--- src/design/wkvt_pkg.sv ---
// Package for the worst-K violation tracker: field widths, slot layout and
// default table depth. No dependencies.
package wkvt_pkg;

  localparam int unsigned KeepCountDef = 10;
  localparam int unsigned ValW         = 32;
  localparam int unsigned CntW         = 32;

  localparam logic [ValW-1:0] ValMax = {1'b0, {(ValW-1){1'b1}}};
  localparam logic [CntW-1:0] CntMax = {CntW{1'b1}};

  // One table slot: three coordinates and the audited value
  typedef struct packed {
    logic [ValW-1:0] x;
    logic [ValW-1:0] u;
    logic [ValW-1:0] y;
    logic [ValW-1:0] val;
  } slot_t;

endpackage

--- src/design/wkvt_cmp.sv ---
// Shared ordering comparator of the tracker: signed value first, slot index
// second. Depends on wkvt_pkg.
module wkvt_cmp import wkvt_pkg::*; #(
  parameter int unsigned IdxW = 4
) (
  input  logic [ValW-1:0] a_val_i,
  input  logic [IdxW-1:0] a_idx_i,
  input  logic [ValW-1:0] b_val_i,
  input  logic [IdxW-1:0] b_idx_i,
  output logic            lt_o
);

  logic [ValW+IdxW-1:0] key_a;
  logic [ValW+IdxW-1:0] key_b;

  // Flip the sign bit so that an unsigned compare orders signed values
  assign key_a = {~a_val_i[ValW-1], a_val_i[ValW-2:0], a_idx_i};
  assign key_b = {~b_val_i[ValW-1], b_val_i[ValW-2:0], b_idx_i};
  assign lt_o  = key_a < key_b;

endmodule

--- src/design/wkvt_stats.sv ---
// Running statistics of the tracker: least value seen and saturating count
// of violations. Depends on wkvt_pkg.
module wkvt_stats import wkvt_pkg::*; (
  input  logic            clk_i,
  input  logic            rst_ni,
  input  logic            upd_i,
  input  logic [ValW-1:0] val_i,
  output logic            viol_o,
  output logic [ValW-1:0] least_o,
  output logic [CntW-1:0] count_o
);

  logic [ValW-1:0] least_q, least_d;
  logic [CntW-1:0] count_q, count_d;

  // A violation is a value at or below zero
  assign viol_o = val_i[ValW-1] || (val_i == '0);

  // Track minimum and saturate the count
  always_comb begin
    least_d = least_q;
    count_d = count_q;
    if (upd_i) begin
      if ($signed(val_i) < $signed(least_q)) begin
        least_d = val_i;
      end
      if (viol_o && (count_q != CntMax)) begin
        count_d = count_q + CntW'(1);
      end
    end
  end

  always_ff @(posedge clk_i or negedge rst_ni) begin
    if (!rst_ni) begin
      least_q <= ValMax;
      count_q <= '0;
    end else begin
      least_q <= least_d;
      count_q <= count_d;
    end
  end

  assign least_o = least_q;
  assign count_o = count_q;

endmodule

--- src/design/worst_k_violation_tracker.sv ---
// Top level of the worst-K violation tracker: sequencer, slot memory and
// result registers. Depends on wkvt_pkg, wkvt_cmp and wkvt_stats.
//
//  channel   handshake                 payload
//  --------  ------------------------  ---------------------------------------
//  request   start_i && !busy_o        req_type_i, coord_x/u/y_i, sample_value_i
//  result    res_valid_o (one cycle)   running_min_o, bad_count_o, entry_*_o,
//                                      last_o
//
//  Offer, non-violating or table not full: taken in the accept cycle, busy
//  stays low. Offer into a full table: busy for one memory read per slot
//  through the shared comparator, then a compare and write-back.
//  Report of n entries: n selection passes (read, eligibility and best steps
//  per slot), each then a fetch and emit; each result appears in the cycle
//  after its emit. Empty report: one result the cycle after accept.
//  Reset is asynchronous and clears control and statistics only; slot memory
//  is not cleared. The receiver cannot stall results.
module worst_k_violation_tracker import wkvt_pkg::*; #(
  parameter int unsigned KEEP_COUNT = KeepCountDef
) (
  input  logic            clk_i,
  input  logic            rst_ni,
  input  logic            start_i,
  output logic            busy_o,
  input  logic            req_type_i,
  input  logic [ValW-1:0] coord_x_i,
  input  logic [ValW-1:0] coord_u_i,
  input  logic [ValW-1:0] coord_y_i,
  input  logic [ValW-1:0] sample_value_i,
  output logic            res_valid_o,
  output logic [ValW-1:0] running_min_o,
  output logic [CntW-1:0] bad_count_o,
  output logic            entry_valid_o,
  output logic [ValW-1:0] entry_x_o,
  output logic [ValW-1:0] entry_u_o,
  output logic [ValW-1:0] entry_y_o,
  output logic [ValW-1:0] entry_val_o,
  output logic            last_o
);

  localparam int unsigned IdxW  = (KEEP_COUNT > 1) ? $clog2(KEEP_COUNT) : 1;
  localparam int unsigned FillW = $clog2(KEEP_COUNT + 1);

  typedef enum logic [2:0] {
    S_IDLE,
    S_RD,
    S_MAXCMP,
    S_REPL,
    S_ELIG,
    S_BEST,
    S_FETCH,
    S_EMIT
  } state_e;

  state_e          state_q;
  logic [FillW-1:0] filled_q;
  logic [IdxW-1:0] idx_q;
  logic [IdxW-1:0] pass_q;
  logic [IdxW-1:0] best_idx_q;
  logic [ValW-1:0] best_val_q;
  logic            have_q;
  logic [ValW-1:0] prev_val_q;
  logic [IdxW-1:0] prev_idx_q;
  logic            have_prev_q;
  logic            elig_q;
  slot_t           sample_q;
  logic            req_report_q;

  logic            res_valid_q;
  logic [ValW-1:0] running_min_q;
  logic [CntW-1:0] bad_count_q;
  logic            entry_valid_q;
  slot_t           entry_q;
  logic            last_q;

  slot_t           mem_q [KEEP_COUNT];
  slot_t           rdata_q;
  logic            rd_en;
  logic [IdxW-1:0] rd_addr;
  logic            wr_en;
  logic [IdxW-1:0] wr_addr;
  slot_t           wr_data;

  logic            accept;
  logic            offer;
  logic            viol;
  logic            not_full;
  logic [IdxW-1:0] last_idx;
  logic [ValW-1:0] least_seen;
  logic [CntW-1:0] violations;

  logic [ValW-1:0] cmp_a_val;
  logic [IdxW-1:0] cmp_a_idx;
  logic [ValW-1:0] cmp_b_val;
  logic [IdxW-1:0] cmp_b_idx;
  logic            cmp_lt;

  assign busy_o   = (state_q != S_IDLE);
  assign accept   = start_i && !busy_o;
  assign offer    = accept && !req_type_i;
  assign not_full = filled_q < FillW'(KEEP_COUNT);
  assign last_idx = IdxW'(filled_q - FillW'(1));

  wkvt_stats u_stats (
    .clk_i   (clk_i),
    .rst_ni  (rst_ni),
    .upd_i   (offer),
    .val_i   (sample_value_i),
    .viol_o  (viol),
    .least_o (least_seen),
    .count_o (violations)
  );

  // Route operands to the shared comparator by sequencer step
  always_comb begin
    cmp_a_val = rdata_q.val;
    cmp_a_idx = idx_q;
    cmp_b_val = best_val_q;
    cmp_b_idx = best_idx_q;
    case (state_q)
      S_MAXCMP: begin
        cmp_a_val = best_val_q;
        cmp_a_idx = '0;
        cmp_b_val = rdata_q.val;
        cmp_b_idx = '0;
      end
      S_REPL: begin
        cmp_a_val = sample_q.val;
        cmp_a_idx = '0;
        cmp_b_val = best_val_q;
        cmp_b_idx = '0;
      end
      S_ELIG: begin
        cmp_a_val = prev_val_q;
        cmp_a_idx = prev_idx_q;
        cmp_b_val = rdata_q.val;
        cmp_b_idx = idx_q;
      end
      default: begin
        cmp_a_val = rdata_q.val;
        cmp_a_idx = idx_q;
        cmp_b_val = best_val_q;
        cmp_b_idx = best_idx_q;
      end
    endcase
  end

  wkvt_cmp #(
    .IdxW (IdxW)
  ) u_cmp (
    .a_val_i (cmp_a_val),
    .a_idx_i (cmp_a_idx),
    .b_val_i (cmp_b_val),
    .b_idx_i (cmp_b_idx),
    .lt_o    (cmp_lt)
  );

  // Memory port control: append at accept, replace after a full scan
  always_comb begin
    rd_en   = (state_q == S_RD) || (state_q == S_FETCH);
    rd_addr = (state_q == S_FETCH) ? best_idx_q : idx_q;
    wr_en   = 1'b0;
    wr_addr = filled_q[IdxW-1:0];
    wr_data = '{x: coord_x_i, u: coord_u_i, y: coord_y_i, val: sample_value_i};
    if (offer && viol && not_full) begin
      wr_en = 1'b1;
    end else if ((state_q == S_REPL) && cmp_lt) begin
      wr_en   = 1'b1;
      wr_addr = best_idx_q;
      wr_data = sample_q;
    end
  end

  // Slot memory with registered read
  always_ff @(posedge clk_i) begin
    if (wr_en) begin
      mem_q[wr_addr] <= wr_data;
    end
    if (rd_en) begin
      rdata_q <= mem_q[rd_addr];
    end
  end

  // Sequencer and result registers
  always_ff @(posedge clk_i or negedge rst_ni) begin
    if (!rst_ni) begin
      state_q     <= S_IDLE;
      filled_q    <= '0;
      idx_q       <= '0;
      pass_q      <= '0;
      have_q      <= 1'b0;
      have_prev_q <= 1'b0;
      elig_q      <= 1'b0;
      res_valid_q <= 1'b0;
    end else begin
      res_valid_q <= 1'b0;
      case (state_q)
        S_IDLE: begin
          if (accept) begin
            sample_q <= '{x: coord_x_i, u: coord_u_i, y: coord_y_i,
                          val: sample_value_i};
            idx_q    <= '0;
            have_q   <= 1'b0;
            if (!req_type_i) begin
              if (viol) begin
                if (not_full) begin
                  filled_q <= filled_q + FillW'(1);
                end else begin
                  state_q <= S_RD;
                end
              end
            end else if (filled_q == '0) begin
              // Empty table: one invalid result straight away
              res_valid_q   <= 1'b1;
              running_min_q <= least_seen;
              bad_count_q   <= violations;
              entry_valid_q <= 1'b0;
              entry_q       <= '0;
              last_q        <= 1'b1;
            end else begin
              pass_q      <= '0;
              have_prev_q <= 1'b0;
              state_q     <= S_RD;
            end
          end
        end
        S_RD: begin
          state_q <= req_report_q ? S_ELIG : S_MAXCMP;
        end
        S_MAXCMP: begin
          // Keep the first slot holding the largest value
          if (!have_q || cmp_lt) begin
            best_val_q <= rdata_q.val;
            best_idx_q <= idx_q;
            have_q     <= 1'b1;
          end
          idx_q <= idx_q + IdxW'(1);
          if (idx_q == IdxW'(KEEP_COUNT - 1)) begin
            state_q <= S_REPL;
          end else begin
            state_q <= S_RD;
          end
        end
        S_REPL: begin
          state_q <= S_IDLE;
        end
        S_ELIG: begin
          elig_q  <= !have_prev_q || cmp_lt;
          state_q <= S_BEST;
        end
        S_BEST: begin
          // Smallest key above the one emitted last
          if (elig_q && (!have_q || cmp_lt)) begin
            best_val_q <= rdata_q.val;
            best_idx_q <= idx_q;
            have_q     <= 1'b1;
          end
          idx_q <= idx_q + IdxW'(1);
          if (idx_q == last_idx) begin
            state_q <= S_FETCH;
          end else begin
            state_q <= S_RD;
          end
        end
        S_FETCH: begin
          state_q <= S_EMIT;
        end
        S_EMIT: begin
          res_valid_q   <= 1'b1;
          running_min_q <= least_seen;
          bad_count_q   <= violations;
          entry_valid_q <= 1'b1;
          entry_q       <= rdata_q;
          last_q        <= (pass_q == last_idx);
          prev_val_q    <= best_val_q;
          prev_idx_q    <= best_idx_q;
          have_prev_q   <= 1'b1;
          have_q        <= 1'b0;
          idx_q         <= '0;
          pass_q        <= pass_q + IdxW'(1);
          if (pass_q == last_idx) begin
            state_q <= S_IDLE;
          end else begin
            state_q <= S_RD;
          end
        end
        default: begin
          state_q <= S_IDLE;
        end
      endcase
    end
  end

  // Report runs are told apart from full-table offers by the held request
  always_ff @(posedge clk_i or negedge rst_ni) begin
    if (!rst_ni) begin
      req_report_q <= 1'b0;
    end else if (accept) begin
      req_report_q <= req_type_i;
    end
  end

  assign res_valid_o   = res_valid_q;
  assign running_min_o = running_min_q;
  assign bad_count_o   = bad_count_q;
  assign entry_valid_o = entry_valid_q;
  assign entry_x_o     = entry_q.x;
  assign entry_u_o     = entry_q.u;
  assign entry_y_o     = entry_q.y;
  assign entry_val_o   = entry_q.val;
  assign last_o        = last_q;

endmodule
--- config.mk ---
export PLATFORM = sky130hd
export DESIGN_NAME = worst_k_violation_tracker
export DESIGN_NICKNAME = d
export VERILOG_FILES = /design/src/design/wkvt_pkg.sv /design/src/design/wkvt_cmp.sv /design/src/design/wkvt_stats.sv /design/src/design/worst_k_violation_tracker.sv
export SDC_FILE = /design/constraint.sdc
export NUM_CORES = 2
export LEC_CHECK = 0
export ABC_AREA = 1
export BUFFER_PORTS_ARGS = -buffer_cell sky130_fd_sc_hd__buf_2
export CORE_MARGIN = 8
export CORE_UTILIZATION = 45
export CTS_BUF_LIST = sky130_fd_sc_hd__clkbuf_4 sky130_fd_sc_hd__clkbuf_8
export CTS_CLUSTER_DIAMETER = 120
export DETAILED_ROUTE_END_ITERATION = 10
export SLEW_MARGIN = 20
export SYNTH_ARGS = -nofsm -noshare
export SYNTH_HDL_FRONTEND = slang
export SYNTH_SLANG_ARGS = --single-unit
--- constraint.sdc ---
create_clock -name clk_i -period 11 [get_ports clk_i]
set_input_delay 2.2 -clock clk_i [delete_from_list [all_inputs] [get_ports clk_i]]
set_output_delay 2.2 -clock clk_i [all_outputs]
set_load 0.01 [all_outputs]
# Word-level counts from Yosys, hierarchy flattened
# Memory sizes are Yosys's and may differ from the RTL's. A register that Yosys moved wholly into a read port is not among the register bits.
# Cells that the tools add are included.
# totals
reg_bits	478
ramBits	1280
inputBits	132
memories	1
# op_classes
add_sub_neg	5
magnitude_cmp	3
eq_ne	20
muxes	67
n_bitwise	3
reduce_logical	37
# memory_table
name	words	width	rd	rd_ports_with_merged_regs	wr	line	text
mem_q	10	128	1	1	1	worst_k_violation_tracker.sv:76	slot_t mem_q [KEEP_COUNT];
# ops
operator	n
two-way mux 128 bit	5
two-way mux 32 bit	9
case mux 128 bit (2 select lines)	1
case mux 32 bit (2 select lines)	3
case mux 32 bit (3 select lines)	1
< comparator 36 bit	1
two-way mux 4 bit	9
adder 32 x 1 -> 32 bit (second input constant)	1
zero test 32 bit	1
< comparator 32 bit	1
inequality test 32 bit (second input constant)	1
case mux 4 bit (2 select lines)	4
case mux 3 bit (8 select lines)	1
two-way mux 3 bit	7
two-way mux 1 bit	20
AND reduction 4 bit	4
adder 4 x 1 -> 4 bit (second input constant)	3
== test 3 bit (second input constant)	4
inequality test 2 bit (second input constant)	6
case mux 4 bit (3 select lines)	1
AND reduction 5 bit	2
== test 4 bit	2
case mux 1 bit (2 select lines)	4
AND reduction 2 bit	4
other kinds (20)	40

# Depth between registers and ports, before layout
# depth
depth_word	10
depth_mapped	26
ltp_nobuf	23

# Modules after synthesis
# A second synthesis with hierarchy kept.
# unflattened
hier_cells	6796
hier_area_um2	80124.3
# modules_own_cells
module	n_inst	cells_per_inst	area_each_um2	seq_area_each_um2
worst_k_violation_tracker	1	6107	75064.5	54612.4
wkvt_stats	1	517	4062.6	1640.3
wkvt_cmp	1	172	997.2	0.0

# Least setup slack after synthesis
# OpenSTA, ideal clock, no wires.
# synth_path
path_type	input to register
from	input port sample_value_i[8]
to	memory mem_q[0][0] (netlist bit) (enable)
setup_ns	0.617
arrival_time_ns	8.667
t_required_ns	10.383
setup_slack_ns	1.715
cell_stages	7
path_cell_list	nor4_1 nand4_1 o21ai_0 nand2_1 o21ai_0 nand3_1 nor2_1
# synth_between
elab_chain_cells	7
word_cells_on_any_way	8
cone_classes	mux (4); reduce/logical (4)
# synth_rtl
element	line	text
from (decl)	worst_k_violation_tracker.sv:29	input logic [ValW-1:0] sample_value_i,
zero test 32 bit (*)	wkvt_stats.sv:17	assign viol_o = val_i[ValW-1] || (val_i == '0);
logical OR 1 bit (*)	wkvt_stats.sv:17	
logical AND 1 bit (*) (2 in series)	worst_k_violation_tracker.sv:165	if (offer && viol && not_full) begin
two-way mux 1 bit	worst_k_violation_tracker.sv:165	
two-way mux 1 bit	worst_k_violation_tracker.sv:176	if (wr_en) begin
two-way mux 1 bit (implied by the code)	worst_k_violation_tracker.sv:177	mem_q[wr_addr] <= wr_data;
to (decl)	worst_k_violation_tracker.sv:76	
# Every way passes the cells marked *; elsewhere a longest branch is shown, timed or not.

# Final worst setup path
# layout_path
from	register state_q[2]
to	memory mem_q[7][43] (netlist bit) (enable)
# layout_between
elab_chain_cells	10
word_cells_on_any_way	25
cone_classes	order compare (1); eq/ne (3); mux (10); bitwise (2); reduce/logical (9)
# layout_rtl
element	line	text
from (decl)	worst_k_violation_tracker.sv:55	state_e state_q;
from (signal assigned)	worst_k_violation_tracker.sv:228	state_q <= req_report_q ? S_ELIG : S_MAXCMP;
== test 3 x 2 -> 1 bit or == test 3 bit (tied branches)	worst_k_violation_tracker.sv:120	case (state_q)
OR reduction 2 bit (no line)	-	
two-way mux 32 bit	worst_k_violation_tracker.sv:120	
inverter 1 bit	wkvt_cmp.sv:18	assign key_b = {~b_val_i[ValW-1], b_val_i[ValW-2:0], b_idx_i};
< comparator 36 bit	wkvt_cmp.sv:19	assign lt_o = key_a < key_b;
logical AND 1 bit	worst_k_violation_tracker.sv:167	end else if ((state_q == S_REPL) && cmp_lt) begin
two-way mux 1 bit	worst_k_violation_tracker.sv:167	
two-way mux 1 bit	worst_k_violation_tracker.sv:165	
two-way mux 1 bit	worst_k_violation_tracker.sv:176	
two-way mux 1 bit (implied by the code)	worst_k_violation_tracker.sv:177	
# Several ways; a longest one is shown, not always the timed one.

==> out/results.md <==
| Stage | Metric | Reported |
| --- | --- | --- |
| drt | Total wire length | 199 mm |
| logic synthesis | Number of distinct library cells after synthesis | 48 |
| logic synthesis | Netlist Area Pre-Place | 0.0745 mm2 |
| global route | Global routing usage summed across all routing layers | 21.5% |
| sta | Max Clk Rate | 0.139 GHz |
| floorplan | Effective utilization at floorplan | 45.2% |
| sta | Transition time of the tightest slew-check pin | 1.20 ns |
| layout | Flip-flop and latch area | 0.0563 mm2 |
| placement | Post-DP HPWL | 105 mm |
| drt | Residual DRC count | 0 |
| global route | GRT overflow | 0 |
| global route | Antenna violations before repair | 18 |
| layout | Number of nets in the layout | 6,198 |
| logic synthesis | #FFs+latches synth | 1,886 |
| floorplan | Top-level port count | 328 |
| power and ir drop | Power per Cell Area | 241 mW/mm2 |
| critical path | Critical path type | reg -> reg |
| drt | First-pass DRT Iterations | 6 |
| layout | Layout filler cell count | 14,000 |
| critical path | Arrival time reported for the critical path endpoint | 7.74 ns |
| global route | First-pass GRT wire length | 297 mm |
| clocking | Buffer cell driving the clock tree root | clkbuf_8 |
| critical path | Worst R2R Setup Slack | 3.81 ns |
| clocking | Skew-Pair Late Insertion Delay | 1.00 ns |
| floorplan | Core footprint | 0.165 mm2 |
| run status | Outcome | finished, final reports clean |
| sta | Ratio of final minimum period to clock period | 65.4% |
| layout | Biggest register | mem_q |
| drt | Total number of vias | 46,600 |
| sta | Unrepaired setup endpoints after global routing | no |
| logic synthesis | Fraction of the yosys area taken by sequential cells | 75.5% |
| placement | Placement Setup Slack | 3.95 ns |
| placement | Input/output buffers | 327 |
| power and ir drop | Static Leak | 29.2 nW |
| drt | Average detailed-routed wire length per instance | 23.7 um |
| logic synthesis | Total of warnings raised by yosys | 0 |
| sta | Fin. max-slew vios | 0 |
| sta | Final-layout setup total negative slack | 0 ns |
| layout | Area taken by multi-input logic gates | 0.0159 mm2 |
| global route | Pin count of the biggest net entering global routing | 214 |
| floorplan | Placement Rows | 149 |
| layout | Layout cell share with drive strength beyond 1 | 14.9% |
| critical path | Largest fanout of any net on the critical path | 128 |
| logic synthesis | Synthesized Nets | 5,825 |
| clocking | CTS tree | yes |
| sta | Largest clock skew in the final design | 0.0703 ns |
| sta | Slack of the critical path | 3.81 ns |
| placement | RePlAce Congestion | 0.874 |
| floorplan | DIE AREA | 0.179 mm2 |
| layout | Area added between synthesis and finish | 12.8% |
| clocking | Number of buffers inserted to repair setup after CTS | 0 |
| sta | Final count of negative-setup-slack endpoints | 0 |
| sta | Final Hold Fails | 0 |
| power and ir drop | Peak supply drop | 0.218 mV |
| logic synthesis | Cells after Synth | 5,620 |
| clocking | Total of cells resized after clock tree synthesis | 0 |
| floorplan | Horiz. Die Dim | 423 um |
| drt | Post-detailed-route count of antenna-violating nets | 0 |
| clocking | Clock net sink count | 1,886 |
| global route | Vias in the first global route | 46,500 |
| flow run | Max-capacitance violation count | 0 |
| clocking | CTS Hold Buffers Added | 0 |
| critical path | Worst setup SP type | register |
| sta | Post-route minimum period | 7.19 ns |
| drt | Drt first-iter violations | 4,499 |
| drt | Number of vias per cell | 5.55 |
| clocking | Deepest clock path buffer count | 4 |
| worst hold path | Type of the tightest min-delay check | reg -> reg |
| logic synthesis | Synthesized area per cell | 13.3 um2 |
| clocking | Worst-path clk slew | 0.06 ns |
| floorplan | Die Ht | 423 um |
| critical path | Kind of end point of the critical path | register |
| sta | Slew HR | 19.9% |
| power and ir drop | Total Power Consumption | 0.0203 W |
| layout | Largest register FFs | 1,280 |
| clocking | CTS Buf Count | 323 |
| layout | Registers with the highest flip-flop counts | mem_q: 1280 flops, rdata_q: 128 flops, sample_q: 128 flops |
| clocking | H-tree level count | 5 |
| critical path | Critical path data required time | 11.55 ns |
[synth_stat cells, drive strengths merged]
master   count  area, um2
edfxtp    1802      54100
xor2        34        298
nand4       50        313
inv        249        935
o21ai      859       4310
a41oi       12        105
o211ai      57        428
nand3      107        548
a22oi       10       75.1
nand3b       2       15.0
o41ai        1       8.76
or2          2       12.5
nand2      721       2720
xnor2        5       43.8
nor3        24        136
dfrtp       53       1330
a211oi       1       7.51
o22ai       61        382
a221oi       4       35.0
a22o         2       17.5
a31oi        3       18.8
a21boi       1       7.51
clkbuf     150        586
a21oi       52        260
o21bai       1       7.51
o21a         2       15.0
and2         1       6.26
buf        184        941
nor2       844       3180
dfstp       31        815
o2111ai      4       35.0
ha          73        913
o221ai     201       1760
nor4        17        106
[through the flow]
stage	hold WS (ns)	cell area, um2	util [%]	instances
final	0.451	84000	51.0	8398
after CTS	0.452	84000	51.0	8393
after global placement	0.435	78100	47.4	7857
after global routing	0.473	84000	51.0	8396
after floorplan	0.426	74500	-	5620
after detailed placement	0.435	78100	47.4	7857
[routing by layer]
layer / up-vias / track usage [%] / share of wire (%)
met5: - / 0 / 0.029
met4: 10 / 6.42 / 2.5
met3: 295 / 4.24 / 6.4
met2: 1566 / 35.7 / 49
met1: 23400 / 28.7 / 43
li1: 21300 / - / -
[power by group]
| part | internal [W] | leakage (nW) | switching (W) |
|---|---|---|---|
| clock | 0.00320 | 3.10 | 0.00270 |
| sequential | 0.00891 | 17.3 | 0.000326 |
| combinational | 0.00136 | 8.75 | 0.00379 |
[critical path: stages (launching register included)]
cell	delay (ns)
dfrtp_1	0.46
inv_2	0.14
nand2_1	0.13
nor2_2	0.11
buf_4	0.39
inv_1	0.15
nand2_2	0.77
o21ai_0	0.21
ha_1	0.36
a21oi_1	0.14
o21ai_0	0.12
nand2_1	0.07
nand2_1	0.04
nand2_1	0.05
nand2_1	0.09
a21oi_1	0.39
nand3_4	0.60
buf_4	0.60
o21ai_0	0.28
nand3_1	0.41
nor2_4	0.22
buf_12	0.55
[worst paths after layout]
path	start	end	depth (start not counted)
max reg2reg	state_q[2]	mem_q[7][43]	21
min	rdata_q[1]	best_val_q[1]	0
min reg2reg	rdata_q[1]	best_val_q[1]	0
min in group asynchronous	rst_ni	pass_q[1]	1
max in group asynchronous	rst_ni	u_stats.count_o[19]	2
max	state_q[2]	mem_q[7][43]	21
[cells by family after synthesis]
group,after synthesis,synth area share [%]
AOI/OAI and AO/OA,1271,10.0
xor gates and xnor gates,39,0.459
adders and majority gates,73,1.23
buffers and inverters,583,3.30
DFF,1886,75.5
and+or+nand+nor,1768,9.44
[final cells by class]
| cell class | count | area share (%) |
|---|---|---|
| flip-flops and latches | 1886 | 67.0 |
| multi-input cells | 3151 | 18.9 |
| clock buffers | 434 | 6.37 |
| well taps | 2189 | 3.26 |
| repair buffers | 382 | 2.66 |
| inverters | 249 | 1.15 |
| clock inverters | 102 | 0.633 |
| diodes | 5 | 0.0149 |
[cell usage in the layout (no fill, tap or decap), drive strengths merged, types with 3 or more instances in the layout]
| cell | synthesis | layout |
|---|---|---|
| a22oi | 10 | 10 |
| o221ai | 201 | 201 |
| diode | 0 | 5 |
| nor2 | 844 | 844 |
| inv | 249 | 250 |
| dfstp | 31 | 31 |
| o211ai | 57 | 57 |
| a41oi | 12 | 12 |
| buf | 184 | 382 |
| o21ai | 859 | 859 |
| o22ai | 61 | 61 |
| edfxtp | 1802 | 1802 |
| a21oi | 52 | 52 |
| ha | 73 | 73 |
| bufinv | 0 | 3 |
| dfrtp | 53 | 53 |
| a31oi | 3 | 3 |
| xor2 | 34 | 34 |
| nand2 | 721 | 721 |
| o2111ai | 4 | 4 |
| nand3 | 107 | 107 |
| clkinvlp | 0 | 7 |
| a221oi | 4 | 4 |
| clkinv | 0 | 91 |
| nor4 | 17 | 17 |
| nor3 | 24 | 24 |
| xnor2 | 5 | 5 |
| clkbuf | 150 | 434 |
| nand4 | 50 | 50 |
(Power assumes the default switching activity.)
